===== config.mk =====
export PLATFORM = sky130hd
export DESIGN_NAME = mqsb_cfg
export DESIGN_NICKNAME = d
export VERILOG_FILES = /design/src/rtl/core/multi_queue_shared_buffer_core_macros.svh /design/src/rtl/core/mqsb_pkg.sv /design/src/rtl/core/mqsb_cfg.sv
export SDC_FILE = /design/constraint.sdc
export NUM_CORES = 1
export LEC_CHECK = 0
export BUFFER_PORTS_ARGS = -buffer_cell sky130_fd_sc_hd__buf_2
export CORE_ASPECT_RATIO = 1.25
export CORE_UTILIZATION = 40
export DETAILED_ROUTE_END_ITERATION = 8
export GPL_TIMING_DRIVEN = 0
export PLACE_DENSITY_LB_ADDON = 0.2
export SLEW_MARGIN = 20
export SYNTH_ARGS = -nofsm -noshare
export SYNTH_HDL_FRONTEND = slang
export SYNTH_SLANG_ARGS = --single-unit

===== constraint.sdc =====
create_clock -name clk -period 4.1 [get_ports clk]
set_input_delay 0.41 -clock clk [delete_from_list [all_inputs] [get_ports clk]]
set_output_delay 0.41 -clock clk [all_outputs]
set_load 0.1 [all_outputs]

===== src/rtl/core/multi_queue_shared_buffer_core_macros.svh =====
// Assertion macros shared by the multi-queue shared buffer RTL.
// Each macro expects clk and rst_n in the scope where it is used.
`ifndef MULTI_QUEUE_SHARED_BUFFER_CORE_MACROS_SVH
`define MULTI_QUEUE_SHARED_BUFFER_CORE_MACROS_SVH

// Same-cycle implication, disabled while in reset.
`define MQSB_ASSERT_IMPL(label, ante, cons, msg) \
    label: assert property (@(posedge clk) disable iff (!rst_n) (ante) |-> (cons)) \
        else $error(msg);

// Next-cycle implication, disabled while in reset.
`define MQSB_ASSERT_NEXT(label, ante, cons, msg) \
    label: assert property (@(posedge clk) disable iff (!rst_n) (ante) |=> (cons)) \
        else $error(msg);

`endif


===== src/rtl/core/mqsb_pkg.sv =====
// Types, constants and helper functions for the multi-queue shared buffer.
// No dependencies; used by every module of the block.
package mqsb_pkg;

    localparam int MEM_DEPTH_DEF  = 1024;
    localparam int NUM_QUEUES_DEF = 4;

    localparam int NUM_CFG  = 4;
    localparam int CFG_IW   = 2;
    localparam int SIZE_W   = 9;
    localparam int SIZE_MAX = 256;
    localparam int BASE_W   = 10;
    localparam int OFF_W    = 8;
    localparam int CNT_W    = 9;
    localparam int DATA_W   = 32;
    localparam int QI_W     = 2;
    localparam int KIND_W   = 2;
    localparam int STAT_W   = 2;
    localparam int TDATA_W  = 40;
    localparam int PADDR_W  = 4;
    localparam int PDATA_W  = 32;

    typedef enum logic [KIND_W-1:0] {
        KIND_INS          = 2'd0,
        KIND_DEL          = 2'd1,
        KIND_DEL_FULLEST  = 2'd2,
        KIND_INS_EMPTIEST = 2'd3
    } kind_t;

    typedef enum logic [STAT_W-1:0] {
        ST_OK    = 2'd0,
        ST_FULL  = 2'd1,
        ST_EMPTY = 2'd2
    } status_t;

    typedef struct packed {
        logic              is_ins;
        logic              auto_sel;
        logic [QI_W-1:0]   qidx;
        logic [DATA_W-1:0] data;
    } cmd_t;

    typedef logic [NUM_CFG-1:0][SIZE_W-1:0] size_arr_t;
    typedef logic [NUM_CFG-1:0][BASE_W-1:0] base_arr_t;

    typedef struct packed {
        size_arr_t size;
        base_arr_t base;
    } cfg_t;

    localparam size_arr_t SIZE_RST = {9'd6, 9'd2, 9'd3, 9'd5};

    function automatic logic [SIZE_W-1:0] cap_size(input logic [SIZE_W-1:0] s);
        logic [SIZE_W-1:0] r;
        r = (s > SIZE_W'(SIZE_MAX)) ? SIZE_W'(SIZE_MAX) : s;
        return r;
    endfunction

    function automatic base_arr_t base_sums(input size_arr_t s);
        base_arr_t         b;
        logic [BASE_W:0]   acc;
        acc = '0;
        for (int i = 0; i < NUM_CFG; i++) begin
            b[i] = acc[BASE_W-1:0];
            acc  = acc + (BASE_W + 1)'(cap_size(s[i]));
        end
        return b;
    endfunction

endpackage


===== src/rtl/core/mqsb_cfg.sv =====
// APB register file holding the region sizes of the queues.
// Registers the capped sizes' running sums as region bases; uses mqsb_pkg.
module mqsb_cfg
(
    input  logic                          clk,
    input  logic                          rst_n,
    input  logic                          psel,
    input  logic                          penable,
    input  logic                          pwrite,
    input  logic [mqsb_pkg::PADDR_W-1:0]  paddr,
    input  logic [mqsb_pkg::PDATA_W-1:0]  pwdata,
    output logic [mqsb_pkg::PDATA_W-1:0]  prdata,
    output logic                          pready,
    output mqsb_pkg::cfg_t                cfg
);

    mqsb_pkg::size_arr_t size_reg;
    mqsb_pkg::size_arr_t size_next;
    mqsb_pkg::base_arr_t base_reg;
    logic [mqsb_pkg::CFG_IW-1:0] reg_idx;
    logic                        wr_en;

    assign pready  = 1'b1;
    assign reg_idx = paddr[mqsb_pkg::CFG_IW+1:2];
    assign wr_en   = psel && penable && pwrite && pready;
    assign prdata  = mqsb_pkg::PDATA_W'(size_reg[reg_idx]);

    always_comb
    begin
        size_next = size_reg;
        if (wr_en)
        begin
            size_next[reg_idx] = pwdata[mqsb_pkg::SIZE_W-1:0];
        end
    end

    always_ff @(posedge clk or negedge rst_n)
    begin
        if (!rst_n)
        begin
            size_reg <= mqsb_pkg::SIZE_RST;
            base_reg <= mqsb_pkg::base_sums(mqsb_pkg::SIZE_RST);
        end
        else
        begin
            size_reg <= size_next;
            base_reg <= mqsb_pkg::base_sums(size_reg);
        end
    end

    always_comb
    begin
        for (int i = 0; i < mqsb_pkg::NUM_CFG; i++)
        begin
            cfg.size[i] = mqsb_pkg::cap_size(size_reg[i]);
        end
        cfg.base = base_reg;
    end

endmodule


==> results of run 1 <==
-- layer usage --
layer | vias to the layer above | share of wire, %
li1 | 1168 | -
met1 | 1122 | 43
met2 | 73 | 51
met3 | 11 | 3.7
met4 | 0 | 2.3
met5 | - | 0
-- worst max-delay path, stage by stage, from the launching register on --
cell      delay [ns]
dfrtp_1         0.39
clkbuf_1        0.43
nor2b_2         0.12
ha_1            0.26
fa_1            0.41
a21o_1          0.19
a21oi_2         0.18
o21ai_1         0.13
o41ai_1         0.32
xnor2_1         0.16
ha_1            0.35
a21o_1          0.18
a31o_2          0.21
xor2_1          0.13
-- cell families after synthesis --
family	count (synthesis)	share of synthesized area [%]
AO/OA/AOI/OAI	21	4.42
XOR/XNOR	14	3.50
adder cells (fa/ha/maj)	20	7.56
buffers and inverters	56	9.88
flip-flops	65	46.8
multiplexers	45	17.3
other	2	0.214
AND/OR/NAND/NOR	62	10.3
-- cells in the final DEF (no fill, tap or decap), types with 5 or more instances in the layout --
master    instances
conb_1           35
mux2_2           36
xnor2_1           9
clkbuf_1         10
nor2_1            7
ha_1             18
dfstp_2          12
nand2_1           6
nor2b_1          26
clkbuf_8         11
nor2b_2           8
inv_1             9
mux4_2            9
dfrtp_1          53
buf_2            92
buf_4            36
xor2_1            5
-- layout make-up --
cell class	count	area (um^2)
fillers	780	3940
multi-input cells	197	1660
clock buffers	13	159
repair buffers	89	448
clock inverters	3	40.0
well taps	117	146
plain buffers	47	313
flip-flops and latches	65	1640
inverters	9	33.8
-- metrics by stage --
| stage | std cells | instance area [um^2] | setup slack, ns | utilization (%) | hold WS (ns) |
|---|---|---|---|---|---|
| 2_1_floorplan | 318 | 3650 | 0.0602 | - | 0.114 |
| 5_1_grt | 540 | 4440 | 0.239 | 53.0 | 0.222 |
| 4_1_cts | 540 | 4440 | 0.466 | 53.0 | 0.176 |
| 3_5_place_dp | 524 | 4250 | 0.480 | 50.7 | 0.511 |
| 3_3_place_gp | 524 | 4240 | 0.507 | 50.6 | 0.506 |
| 6_report | 540 | 4440 | 0.511 | 53.0 | 0.166 |
-- worst paths after layout --
check | startpoint | end
worst min register to register | size_reg[1] | size_reg[1]
max in group asynchronous | rst_n | cfg[27]
worst min-delay path | rst_n | size_reg[18]
worst max register to register | size_reg[8] | cfg[39]
min in group clk | pwdata[5] | size_reg[32]
worst max-delay path | size_reg[8] | cfg[39]
==> out/metrics.yaml, run 1 <==
setup_path:
  required_ns: 4.33
  worstSetupStartpointType: "register"
  cp-end-kind: "register"
  r2r_slack_ns: 0.51
  crit_path_max_fanout: 10
  path_class: "reg2reg"
  critPathArrivalTime_ns: 3.82
  r2r_cells: 13
clock_network:
  cts_sinks: 65
  clock_latency_ns: 0.35
  cts_buffer_depth: 2
  hold_buffers: 0
  cts.root.buffer_cell: "clkbuf_8"
  cts_buffers: 9
  htree_levels: 3
  cts_resized: 0
  cts_tree: "done"
  cts_setup_buffers: 0
  clk_pin_slew_worst_paths_ns: 0.08
sta:
  tns_ns: 0
  setup_violations: 0
  hold_viol: 0
  max_slew.worst_pin.slew_ns: 0.816
  post-route-period-util_pct: 87.5
  slew_headroom_pct: 45.6
  slew_violations: 0
  max_freq_ghz: 0.279
  rsz0062_at_grt: "false"
  timing.clock.skew_ns: 0.0139
  fin_crit_ns: 3.59
logic_synthesis:
  yosys.cell_count.top_type: "dfrtp_1"
  synth_cells: 285
  synthFlopType: "dfrtp_1"
  ys_seq_area_share_pct: 46.8
  avgSynthCellArea_um2: 12.3
  synth_top_cell_area_share_pct: 37.8
  synth_edf_count: 0
  synth_area_mm2: 0.00351
  synthTopCellsByCount: "dfrtp_1 (53), mux2_2 (36), buf_4 (35)"
  synth-seq-cells: 65
  synth_area_leader_cell: "dfrtp_1"
  synthTopCellsByArea: "dfrtp_1 (38%), mux2_2 (12%), dfstp_2 (9.0%), buf_4 (7.5%), ha_1 (6.4%)"
  yosysUniqueCellTypes: 38
  synth_async_sr_flop_share_pct: 100
  yosys_warnings: 0
global_route:
  grtUsageMet3_pct: 2.77
  grt_util_met2_pct: 29.4
  grt-busiest-layer: "met2"
  grt.overflow.total: 0
  grt_pass1_wl_um: 11700
  track_usage_pct: 17.3
  grt_use_met1_pct: 20.8
  grt_pass1_vias: 2373
  grt_start_max_net_pins: 66
  antenna_found_initial: 0
die:
  initial_core_util_pct: 41.9
  die_y_um: 107
  die_width_um: 85.8
  core_mm2: 0.00838
  die_area_mm2: 0.00915
  io_pins: 150
  fp-row-count: 37
route:
  ant_nets: 0
  viasPerCell: 4.40
  wire_per_inst_um: 13.5
  vias: 2374
  drt-initial-drc-count: 52
  remaining_drc_errors: 0
  routed_wl_um: 7320
  drtPass1Iterations: 3
final_layout:
  largest_reg_flops: 36
  syn_to_final_growth_pct: 26.7
  insertedDiodeCount: 0
  layout.nets: 479
  final_layout_size_suffix_gt1_share_pct: 51.1
run_status:
  status: "completed"
place:
  gp_congestion: 0.825
  port_buffers: 89
  place_hpwl_um: 5740
min_path:
  holdCritPathClass: "in2async"
flow_run:
  max_cap_viol_count: 0
Power of run 1 is not shown: default switching activity piles up to over one toggle a cycle in this logic, so the estimate is an artifact.
==> run 2, diff against run 1 <==
==> constraint.sdc (replaced) <==
create_clock -name clk -period 2.95 [get_ports clk]
set_input_delay 0.295 -clock clk [delete_from_list [all_inputs] [get_ports clk]]
set_output_delay 0.295 -clock clk [all_outputs]
set_load 0.1 [all_outputs]
==> run 2 against run 1 <==
- the flow now finishes with violations (negative setup slack)
- cell count grew 3.5%
- die area is the same
- clock skew shrank 0.0049 ns
- setup slack lost 0.57 ns
- non-clock buffer count grew 19
- global-route usage grew 1.2 points
- critical path type unchanged
- critical endpoint unchanged
- largest cell class unchanged
==> out/metrics.yaml, run 2 (synthesis gave the netlist of run 1 again) <==
run_status:
  status: "finished, violations left"
  violations: "negative setup slack"
clock_network:
  clk_pin_slew_worst_paths_ns: 0.07  # about the same
  cts_buffers: 9  # unchanged
  cts_sinks: 65  # unchanged
  cts_tree: "done"
  cts.root.buffer_cell: "clkbuf_8"
  htree_levels: 3  # unchanged
  hold_buffers: 0  # unchanged
  clock_latency_ns: 0.35  # about the same
  cts_buffer_depth: 2  # unchanged
setup_path:
  worstSetupStartpointType: "register"
  r2r-end: "cfg[39]"
  critPathArrivalTime_ns: 3.25  # -0.57 ns
  crit_buf_inv: 3  # +2
  path_delay_family: "compound AO/OA/AOI/OAI gates"
  r2r-start: "size_reg[8]"
  crit_path_max_fanout: 4  # -6
  path_class: "reg2reg"
  cpMaxStageDelayCell: "dfrtp_1"
  slowest_delay_ns: 0.41  # -0.02 ns
  crit_top_cell: "buf_4"
  crit_chain: "clkbuf_16 > buf_4 > nor2b_4 > ha_4 > a21o_1 > a21oi_4 > xnor2_2 > ha_1 > buf_4 > nand2_1 > o211ai_1 > nor4_2 > nor3_2 > a31o_2 > xor2_1"
  required_ns: 3.18  # -1.15 ns
  r2r_cells: 15  # +2
  cp-end-kind: "register"
  r2r_slack_ns: -0.06  # -0.57 ns
sta:
  hold_viol: 0  # unchanged
  slew_headroom_pct: 45.3  # -0.24 points
  max_slew.worst_pin.slew_ns: 0.820  # +0.00367 ns
  post-route-period-util_pct: 102  # +15 points
  rsz0062_at_grt: "true"
  slew_violations: 0  # unchanged
  worst_hold_slack_ns: 0.0362  # -0.130 ns
  tns_ns: -0.0666  # -0.0666 ns
  timing.clock.skew_ns: 0.00897  # -0.00489 ns
  setup_violations: 2  # +2
  finalWorstSetupSlack_ns: -0.0629  # -0.573 ns
  max_freq_ghz: 0.332  # +19%
  fin_crit_ns: 3.01  # -0.577 ns
global_route:
  grt.overflow.total: 0  # unchanged
  grt_start_max_net_pins: 66  # unchanged
  antenna_found_initial: 0  # unchanged
  grt_pass1_wl_um: 12400  # +6.1%
  track_usage_pct: 18.5  # +1.2 points
  grt_pass1_vias: 2457  # +3.5%
route:
  viasPerCell: 4.43  # +0.71%
  ant_nets: 0  # unchanged
  drt-initial-drc-count: 36  # -31%
  routed_wl_um: 7990  # +9.2%
  wire_per_inst_um: 14.3  # +5.5%
  vias: 2475  # +4.3%
  remaining_drc_errors: 0  # unchanged
  drtPass1Iterations: 4  # +1
die:
  io_pins: 150  # unchanged
  fp-row-count: 37  # unchanged
  die_area_mm2: 0.00915  # unchanged
  die_y_um: 107  # unchanged
  initial_core_util_pct: 41.9  # unchanged
  core_mm2: 0.00838  # unchanged
  die_width_um: 85.8  # unchanged
min_path:
  holdCritPathClass: "in2async"
final_layout:
  finalCoreUtilization_pct: 58.4  # +5.3 points
  layout.nets: 498  # +4.0%
  largest_reg_flops: 36  # unchanged
  layout_commonest_cell: "buf_2"
  insertedDiodeCount: 0  # unchanged
  final_cell_mix: "buf_2 (92), buf_4 (55), dfrtp_1 (53)"
  syn_to_final_growth_pct: 39.5
  final_layout_size_suffix_gt1_share_pct: 61.8  # +11 points
place:
  gp_congestion: 0.772  # -6.4%
  pre_cts_ws_ns: -0.381  # -0.861 ns
  place_hpwl_um: 5710  # -0.55%
  port_buffers: 89  # unchanged
flow_run:
  max_cap_viol_count: 0  # unchanged
run 2: timing repair:
action / in CTS / in global routing
cloned: 0 / 0
endpoints found under the hold margin: 0 / 0
buffers inserted: 13 / 6
setup endpoints to repair: 3 / 3
pin swaps: 9 / 13
resized for setup: 6 / 21
run 2: final cells by class:
| type | instances | area, um^2 |
|---|---|---|
| Clock buffer | 14 | 173 |
| Clock inverter | 2 | 35.0 |
| Tap cell | 117 | 146 |
| Inverter | 9 | 33.8 |
| Sequential cell | 65 | 1640 |
| Fill cell | 724 | 3490 |
| Multi-Input combinational cell | 197 | 1920 |
| Buffer | 47 | 355 |
| Timing Repair Buffer | 108 | 591 |
run 2: per-layer routing:
metal | GRT usage, % | routed length (um)
met3 | 4.70 | 364
met5 | 0 | 0
met2 | 32.3 | 4170
met4 | 7.86 | 202
met1 | 21.4 | 3250
run 2: how the worst max path moves through the flow:
| stage | startpoint | end | slack [ns] | cells past startpoint |
|---|---|---|---|---|
| after floorplan | size_reg[8] | cfg[39] | -0.33 | 14 |
| after global placement | size_reg[8] | cfg[39] | -0.35 | 13 |
| after detailed placement | size_reg[8] | cfg[39] | -0.38 | 13 |
| after CTS | size_reg[17] | cfg[39] | -0.13 | 14 |
| after global routing | size_reg[17] | cfg[39] | -0.18 | 15 |
| final | size_reg[8] | cfg[39] | -0.06 | 15 |
run 2: per-stage QoR:
| step | cells | instance area (um^2) |
|---|---|---|
| after floorplan | 318 | 3790 |
| after global routing | 559 | 4890 |
| after global placement | 524 | 4380 |
| after detailed placement | 524 | 4390 |
| final | 559 | 4890 |
| after CTS | 553 | 4740 |
Power of run 2 is left out for the same reason.
