`src/rtl/core/multi_queue_shared_buffer_core_macros.svh`:
```
// Assertion macros shared by the multi-queue shared buffer RTL.
// Each macro expects clk and rst_n in the scope where it is used.
`ifndef MULTI_QUEUE_SHARED_BUFFER_CORE_MACROS_SVH
`define MULTI_QUEUE_SHARED_BUFFER_CORE_MACROS_SVH

// Same-cycle implication, disabled while in reset.
`define MQSB_ASSERT_IMPL(label, ante, cons, msg) \
    label: assert property (@(posedge clk) disable iff (!rst_n) (ante) |-> (cons)) \
        else $error(msg);

// Next-cycle implication, disabled while in reset.
`define MQSB_ASSERT_NEXT(label, ante, cons, msg) \
    label: assert property (@(posedge clk) disable iff (!rst_n) (ante) |=> (cons)) \
        else $error(msg);

`endif

```
`src/rtl/core/mqsb_pkg.sv`:
```
// Types, constants and helper functions for the multi-queue shared buffer.
// No dependencies; used by every module of the block.
package mqsb_pkg;

    localparam int MEM_DEPTH_DEF  = 1024;
    localparam int NUM_QUEUES_DEF = 4;

    localparam int NUM_CFG  = 4;
    localparam int CFG_IW   = 2;
    localparam int SIZE_W   = 9;
    localparam int SIZE_MAX = 256;
    localparam int BASE_W   = 10;
    localparam int OFF_W    = 8;
    localparam int CNT_W    = 9;
    localparam int DATA_W   = 32;
    localparam int QI_W     = 2;
    localparam int KIND_W   = 2;
    localparam int STAT_W   = 2;
    localparam int TDATA_W  = 40;
    localparam int PADDR_W  = 4;
    localparam int PDATA_W  = 32;

    typedef enum logic [KIND_W-1:0] {
        KIND_INS          = 2'd0,
        KIND_DEL          = 2'd1,
        KIND_DEL_FULLEST  = 2'd2,
        KIND_INS_EMPTIEST = 2'd3
    } kind_t;

    typedef enum logic [STAT_W-1:0] {
        ST_OK    = 2'd0,
        ST_FULL  = 2'd1,
        ST_EMPTY = 2'd2
    } status_t;

    typedef struct packed {
        logic              is_ins;
        logic              auto_sel;
        logic [QI_W-1:0]   qidx;
        logic [DATA_W-1:0] data;
    } cmd_t;

    typedef logic [NUM_CFG-1:0][SIZE_W-1:0] size_arr_t;
    typedef logic [NUM_CFG-1:0][BASE_W-1:0] base_arr_t;

    typedef struct packed {
        size_arr_t size;
        base_arr_t base;
    } cfg_t;

    localparam size_arr_t SIZE_RST = {9'd6, 9'd2, 9'd3, 9'd5};

    function automatic logic [SIZE_W-1:0] cap_size(input logic [SIZE_W-1:0] s);
        logic [SIZE_W-1:0] r;
        r = (s > SIZE_W'(SIZE_MAX)) ? SIZE_W'(SIZE_MAX) : s;
        return r;
    endfunction

    function automatic base_arr_t base_sums(input size_arr_t s);
        base_arr_t         b;
        logic [BASE_W:0]   acc;
        acc = '0;
        for (int i = 0; i < NUM_CFG; i++) begin
            b[i] = acc[BASE_W-1:0];
            acc  = acc + (BASE_W + 1)'(cap_size(s[i]));
        end
        return b;
    endfunction

endpackage

```
`src/rtl/core/mqsb_front.sv`:
```
// Input stage: decodes each beat into a command and holds it in a two-entry queue.
// Uses mqsb_pkg for the command type and operation codes.
module mqsb_front #(
    parameter int NUM_QUEUES = mqsb_pkg::NUM_QUEUES_DEF
)
(
    input  logic                          clk,
    input  logic                          rst_n,
    input  logic                          s_tvalid,
    output logic                          s_tready,
    input  logic [mqsb_pkg::TDATA_W-1:0]  s_tdata,
    input  logic [mqsb_pkg::KIND_W-1:0]   s_tuser,
    output logic                          cmd_valid,
    output mqsb_pkg::cmd_t                cmd,
    input  logic                          cmd_pop
);

    localparam int FQ_DEPTH = 2;
    localparam int FQ_PW    = $clog2(FQ_DEPTH);
    localparam int FQ_CW    = $clog2(FQ_DEPTH + 1);

    mqsb_pkg::cmd_t              fq_reg [FQ_DEPTH];
    logic [FQ_PW-1:0]            wr_ptr_reg;
    logic [FQ_PW-1:0]            rd_ptr_reg;
    logic [FQ_CW-1:0]            fill_reg;
    mqsb_pkg::kind_t             kind;
    mqsb_pkg::cmd_t              dec;
    logic [mqsb_pkg::QI_W:0]     qw;
    logic                        push;

    assign s_tready  = (fill_reg != FQ_CW'(FQ_DEPTH));
    assign push      = s_tvalid && s_tready;
    assign cmd_valid = (fill_reg != '0);
    assign cmd       = fq_reg[rd_ptr_reg];

    always_comb
    begin
        kind = mqsb_pkg::kind_t'(s_tuser);
        qw   = {1'b0, s_tdata[mqsb_pkg::QI_W-1:0]};
        if (qw >= (mqsb_pkg::QI_W + 1)'(NUM_QUEUES))
        begin
            qw = qw - (mqsb_pkg::QI_W + 1)'(NUM_QUEUES);
        end
        dec.is_ins   = (kind == mqsb_pkg::KIND_INS) || (kind == mqsb_pkg::KIND_INS_EMPTIEST);
        dec.auto_sel = (kind == mqsb_pkg::KIND_DEL_FULLEST)
                    || (kind == mqsb_pkg::KIND_INS_EMPTIEST);
        dec.qidx     = qw[mqsb_pkg::QI_W-1:0];
        dec.data     = s_tdata[mqsb_pkg::QI_W +: mqsb_pkg::DATA_W];
    end

    always_ff @(posedge clk)
    begin
        if (push)
        begin
            fq_reg[wr_ptr_reg] <= dec;
        end
    end

    always_ff @(posedge clk or negedge rst_n)
    begin
        if (!rst_n)
        begin
            wr_ptr_reg <= '0;
            rd_ptr_reg <= '0;
            fill_reg   <= '0;
        end
        else
        begin
            if (push)
            begin
                wr_ptr_reg <= wr_ptr_reg + FQ_PW'(1);
            end
            if (cmd_pop)
            begin
                rd_ptr_reg <= rd_ptr_reg + FQ_PW'(1);
            end
            if (push && !cmd_pop)
            begin
                fill_reg <= fill_reg + FQ_CW'(1);
            end
            else if (!push && cmd_pop)
            begin
                fill_reg <= fill_reg - FQ_CW'(1);
            end
        end
    end

endmodule

```
`config.mk`:
```
export PLATFORM = sky130hd
export DESIGN_NAME = mqsb_front
export DESIGN_NICKNAME = d
export VERILOG_FILES = /design/src/rtl/core/multi_queue_shared_buffer_core_macros.svh /design/src/rtl/core/mqsb_pkg.sv /design/src/rtl/core/mqsb_front.sv
export SDC_FILE = /design/constraint.sdc
export NUM_CORES = 1
export LEC_CHECK = 0
export BUFFER_PORTS_ARGS = -buffer_cell sky130_fd_sc_hd__buf_2
export CORE_MARGIN = 2
export CORE_UTILIZATION = 50
export DETAILED_ROUTE_END_ITERATION = 12
export PLACE_DENSITY = 0.75
export REMOVE_ABC_BUFFERS = 1
export SYNTH_ARGS = -nofsm -noshare
export SYNTH_HDL_FRONTEND = slang
export SYNTH_SLANG_ARGS = --single-unit
```
`constraint.sdc`:
```
create_clock -name clk -period 3.5 [get_ports clk]
set_clock_uncertainty 0.1 [all_clocks]
set_input_delay 0.525 -clock clk [delete_from_list [all_inputs] [get_ports clk]]
set_output_delay 0.525 -clock clk [all_outputs]
set_load 0.05 [all_outputs]
```
==> reports/qor.csv, run 1 <==
stage,metric,value,unit
timing,Final Hold Fails,0,
timing,Slew HR,30.4,%
synth,synthesized area per cell,22.2,um^2
finish,Reg area,2260,um^2
synth,distinct cell type count after synthesis,15,
timing,Final Cycle Share,74.8,%
finish,# fillers,437,
power_and_ir_drop,Final Total Pwr,3.43,mW
placement,dpl hpwl,3040,um
synth,"Warnings, synthesis",0,
clocking,# H-tree levels,3,
timing,Setup TNS,0,ps
critical_path,Worst setup SP type,flop,
synth,register bit count reported by yosys,76,
clocking,clock buffer depth,2,
finish,diode count,0,
finish,area delta synth->final,20.4,%
route,First DRT Iteration DRCs,53,
finish,max FFs per register,72,
grt,global-route wire length before repair,6690,um
grt,GR Overflow Total,0,
floorplanning,die height,81.2,um
synth,top-count cell post-synth,edfxtp_1,
critical_path,CP Capture Type,output port,
power_and_ir_drop,worst vdd rail ir drop,0.732,mV
clocking,clock slew at reported path FFs,70,ps
synth,top post-synthesis cells by area,"edfxtp_1 (73%), mux2_4 (15%), dfrtp_1 (3.4%)",
critical_path,CP Data Required Time,2870,ps
synth,cells after synthesis,134,
floorplanning,core area,5850,um^2
synth,"EDFF count, synth",72,
critical_path,Crit Path Max Fanout,23,
floorplanning,FP Rows,28,
grt,GR Util All Layers,14.8,%
synth,main flop type after synthesis,edfxtp_1,
route,Avg WL per Cell,15.1,um
synth,"area leader, netlist",edfxtp_1,
synth,register area share after synthesis,76.0,%
finish,Multi-input gate area,641,um^2
synth,"Async S/R FF share, synth",5.26,%
route,Antenna Nets Post-Route,0,
clocking,TritonCTS clock tree,yes,
timing,Final setup violation count,0,
route,DRT Pass-1 Iters,4,
route,DRT Wirelength,4550,um
floorplanning,I/O pins,84,
worst_hold_path,worst hold path class,in -> reg,
finish,fraction of layout cells with a size suffix above 1,58.8,%
grt,largest net degree at the start of global routing,37,
status,outcome,completed,
finish,final core utilization,61.2,%
clocking,root buf cell,clkbuf_8,
synth,post-synth top area share,72.6,%
route,DR vias,1433,
floorplanning,chip width,81.2,um
route,drc violations,0,
critical_path,WS Path Type,reg -> out,
timing,"Slew Viols, Final",0,
timing,fmax,382,MHz
clocking,# clock sinks,76,
route,drt via density,4.76,
floorplanning,Initial Util,50.9,%
clocking,post-cts sizing count,0,
synth,Mapped Area,2980,um^2
timing,post-route minimum period,2620,ps
timing,setup repair after global routing missed its margin,no,
grt,initial antenna violation count,0,
timing,worst slew pin tran,1040,ps
power_and_ir_drop,Power Dens Cells,958,nW/um^2
power_and_ir_drop,leakage power,1.46,nW
placement,RePlAce Congestion,0.675,
job,MaxCap Viol Count,0,
critical_path,Worst Path Arrival,1990,ps
synth,commonest cells in the netlist,"edfxtp_1 (72), mux2_4 (29), mux2_2 (7)",
floorplanning,DIE AREA,6590,um^2
clocking,CTS buffer count,9,
grt,number of global-route vias before repair,1498,
clocking,Worst-Skew Late Latency,330,ps
placement,PortBufs,77,
finish,Nets,270,
through the flow:
step	area [um^2]	hold slack (ps)	cells	setup slack [ps]
2_1_floorplan	2910	129	130	380
3_3_place_gp	3410	235	284	1200
3_5_place_dp	3410	237	284	1200
4_1_cts	3580	255	301	835
5_1_grt	3580	249	301	760
6_report	3580	278	301	882
repair_timing:
item	in CTS	in global routing
endpoints found under the hold margin	4	0
buffers inserted	0	0
hold buffers	1	0
endpoints found under the setup margin	0	0
path summary, 6_finish.rpt:
path	start	end	slack, ps	cells after the start
max in group asynchronous	rst_n	rd_ptr_reg$_DFFE_PN0P_	2730	2
max reg2reg	fill_reg[0]$_DFFE_PN0P_	fq_reg[0][21]$_DFFE_PP_	1490	3
min reg2reg	fill_reg[1]$_DFFE_PN0P_	fill_reg[1]$_DFFE_PN0P_	410	1
min in group asynchronous	rst_n	wr_ptr_reg$_DFFE_PN0N_	440	2
max	rd_ptr_reg$_DFFE_PN0P_	cmd[35]	880	3
min	s_tdata[16]	fq_reg[0][14]$_DFFE_PP_	280	1
kinds of logic (layout without fill, tap and decap cells):
family | Yosys count | after routing | share of synthesized area (%)
flops | 76 | 76 | 76.0
simple gates | 7 | 7 | 1.22
xor+xnor | 5 | 5 | 1.47
fa+ha+maj | 3 | 3 | 1.26
buf+inv | 7 | 99 | 2.77
mux | 36 | 36 | 17.3
report_power, final:
group / internal, mW / leakage [nW] / switching [mW]
clock network: 0.274 / 0.0872 / 0.275
logic: 0.489 / 0.662 / 1.02
registers: 1.25 / 0.714 / 0.128
layout make-up:
cell class	instances	area share, %
Tap cell	75	2.62
Multi-Input combinational cell	51	17.9
Clock buffer	13	4.16
Clock inverter	3	0.419
Sequential cell	76	63.2
Timing Repair Buffer	80	11.5
Inverter	3	0.314
metal layers:
| metal | vias up | global-route usage [%] | wire length (um) |
|---|---|---|---|
| li1 | 691 | - | - |
| met5 | - | 0 | 0 |
| met4 | 0 | 11.5 | 69 |
| met3 | 7 | 3.67 | 290 |
| met2 | 50 | 25.5 | 2430 |
| met1 | 685 | 15.3 | 1750 |
worst max-delay path, cell delays in order, from the launching register on:
cell and delay, ps:
dfrtp_2 800, buf_4 310, mux2_2 340, buf_2 210
cells in the final DEF (no fill, tap or decap):
cell type | Yosys | final
dlygate4sd3_1 | 0 | 1
clkbuf_8 | 0 | 10
dfrtp_1 | 4 | 3
dfrtp_2 | 0 | 1
xor2_1 | 3 | 3
and3_2 | 0 | 1
mux2_2 | 7 | 7
nand2b_1 | 1 | 1
mux2_4 | 29 | 29
clkbuf_1 | 0 | 3
xnor2_1 | 2 | 2
buf_2 | 0 | 77
edfxtp_1 | 72 | 72
or2_2 | 2 | 2
nor2_1 | 2 | 1
ha_1 | 3 | 3
buf_4 | 0 | 2
nor2_4 | 0 | 1
inv_1 | 3 | 3
nand2_1 | 1 | 1
clkinv_2 | 0 | 3
(Power assumes the default switching activity.)
==> run 2: changes to the inputs <==
clock period = 2.7 ns   (was 3.5 ns; I/O delays follow)
==> run 2 against run 1 <==
Against the previous run:
- cell area up 1.7%
- cell count did not move
- largest cell class unchanged
- non-clock buffer count up 1
- largest power group unchanged
- worst setup slack got worse by 500 ps
- clock power increased by 60%
- first-iteration DRC count is 36% lower
- sequential power is 27% higher
- total power up 35%
- critical path type unchanged
- core utilization increased by 1.0 points
- highest routed layer unchanged
==> reports/qor.csv, run 2 (synthesis results as in run 1) <==
stage,metric,value,unit
timing,Setup TNS,0,ps
clocking,# H-tree levels,3,
floorplanning,chip width,81.2,um
floorplanning,DIE AREA,6590,um^2
clocking,clock buffer depth,2,
power_and_ir_drop,Power Dens Cells,1270,nW/um^2
critical_path,Worst Path Arrival,1820,ps
finish,most frequent cells in the layout,"buf_2 (77), edfxtp_1 (72), mux2_4 (29)",
route,First DRT Iteration DRCs,34,
grt,global-route wire length before repair,6220,um
grt,initial antenna violation count,0,
timing,fmax,430,MHz
clocking,CTS buffer count,9,
power_and_ir_drop,worst vdd rail ir drop,1.00,mV
finish,area delta synth->final,22.4,%
power_and_ir_drop,Pint,2.78,mW
clocking,clock slew at reported path FFs,80,ps
timing,Hold Slack,156,ps
route,DR vias,1428,
timing,post-route minimum period,2320,ps
power_and_ir_drop,switching share of power,39.9,%
critical_path,Crit Path Max Fanout,24,
finish,"commonest non-fill, non-tap cell in the layout",buf_2,
grt,GR Util All Layers,13.6,%
power_and_ir_drop,Final Total Pwr,4.63,mW
job,MaxCap Viol Count,0,
route,drt via density,4.74,
timing,setup repair after global routing missed its margin,no,
timing,Final Hold Fails,0,
floorplanning,FP Rows,28,
worst_hold_path,worst hold path class,in -> reg,
critical_path,CP Capture Type,output port,
status,outcome,completed,
finish,max FFs per register,72,
clocking,root buf cell,clkbuf_8,
power_and_ir_drop,leakage power,1.49,nW
placement,RePlAce Congestion,0.665,
power_and_ir_drop,Clk pwr share,19.0,%
route,drc violations,0,
floorplanning,die height,81.2,um
clocking,Worst-Skew Late Latency,330,ps
critical_path,CP Data Required Time,2190,ps
route,Antenna Nets Post-Route,0,
timing,worst slew pin tran,497,ps
power_and_ir_drop,sequential share of power,37.8,%
timing,Slew HR,66.9,%
finish,diode count,0,
clocking,"Setup Fix Bufs, Post-CTS",0,
placement,dpl hpwl,2830,um
critical_path,Worst setup SP type,flop,
power_and_ir_drop,Comb pwr share,43.3,%
timing,Final setup violation count,0,
finish,fraction of layout cells with a size suffix above 1,59.7,%
timing,"Slew Viols, Final",0,
grt,number of global-route vias before repair,1390,
clocking,TritonCTS clock tree,yes,
floorplanning,core area,5850,um^2
critical_path,WS Path Type,reg -> out,
grt,largest net degree at the start of global routing,37,
route,DRT Pass-1 Iters,4,
clocking,# clock sinks,76,
floorplanning,I/O pins,84,
route,Avg WL per Cell,14.1,um
grt,GR Overflow Total,0,
route,DRT Wirelength,4260,um
timing,Final Cycle Share,86.0,%
power_and_ir_drop,net switching power,1.85,mW
finish,Nets,271,
placement,PortBufs,77,
floorplanning,Initial Util,50.9,%
[run 2: changes by cell type in the layout (fill, tap and decap cells not counted), sizes merged]
cell      previous run  this run
buf                 79        80
bufinv               0         2
clkbuf              13        10
clkinv               3         2
clkinvlp             0         1
[run 2: power groups by stage]
| stage | clock (mW) | sequential (mW) | combinational (mW) |
|---|---|---|---|
| final | 0.878 | 1.75 | 2.00 |
| after CTS | 0.906 | 1.76 | 2.03 |
| after global placement | 0 | 1.76 | 2.01 |
| after detailed placement | 0 | 1.78 | 2.03 |
| after floorplan | 0 | 1.81 | 1.58 |
| after global routing | 0.962 | 1.78 | 2.10 |
[run 2: what timing repair did]
item	CTS	global route
endpoints found under the hold margin	4	0
resized for setup	0	0
hold buffers	1	0
[run 2: cell type report]
cell class	instances	area [um^2]
Clock buffer	10	128
Inverter	3	11.3
Clock inverter	5	77.6
Multi-Input combinational cell	51	641
Fill cell	430	2210
Timing Repair Buffer	81	430
Tap cell	75	93.8
Sequential cell	76	2260
[run 2: metrics by stage]
stage | instances | worst slack (ps) | utilization, % | area (um^2)
after floorplan | 130 | -420 | - | 2910
after global placement | 285 | 706 | 58.6 | 3430
after detailed placement | 285 | 702 | 58.6 | 3430
after CTS | 301 | 336 | 62.3 | 3640
after global routing | 301 | 275 | 62.3 | 3640
final | 301 | 377 | 62.3 | 3640
[run 2: path summary, 6_finish.rpt]
path	from	to	slack, ps	depth (start not counted)
max	rd_ptr_reg$_DFFE_PN0P_	cmd[19]	380	3
min	s_tdata[13]	fq_reg[1][11]$_DFFE_PP_	160	1
max reg2reg	fill_reg[0]$_DFFE_PN0P_	fq_reg[0][10]$_DFFE_PP_	980	4
min reg2reg	fill_reg[1]$_DFFE_PN0P_	fill_reg[1]$_DFFE_PN0P_	420	1
max in group asynchronous	rst_n	rd_ptr_reg$_DFFE_PN0P_	2050	2
min in group asynchronous	rst_n	fill_reg[1]$_DFFE_PN0P_	310	2
[run 2: critical path: stages (launching register included)]
cell and delay [ps]:
dfrtp_2 640, buf_12 270, mux2_2 360, buf_2 210
[run 2: layer usage]
metal,global-route usage [%],vias to the layer above,wire [um]
met2,23.6,50,2240
li1,-,693,-
met5,0,-,0
met3,3.33,10,208
met1,14.7,675,1690
met4,9.15,0,119
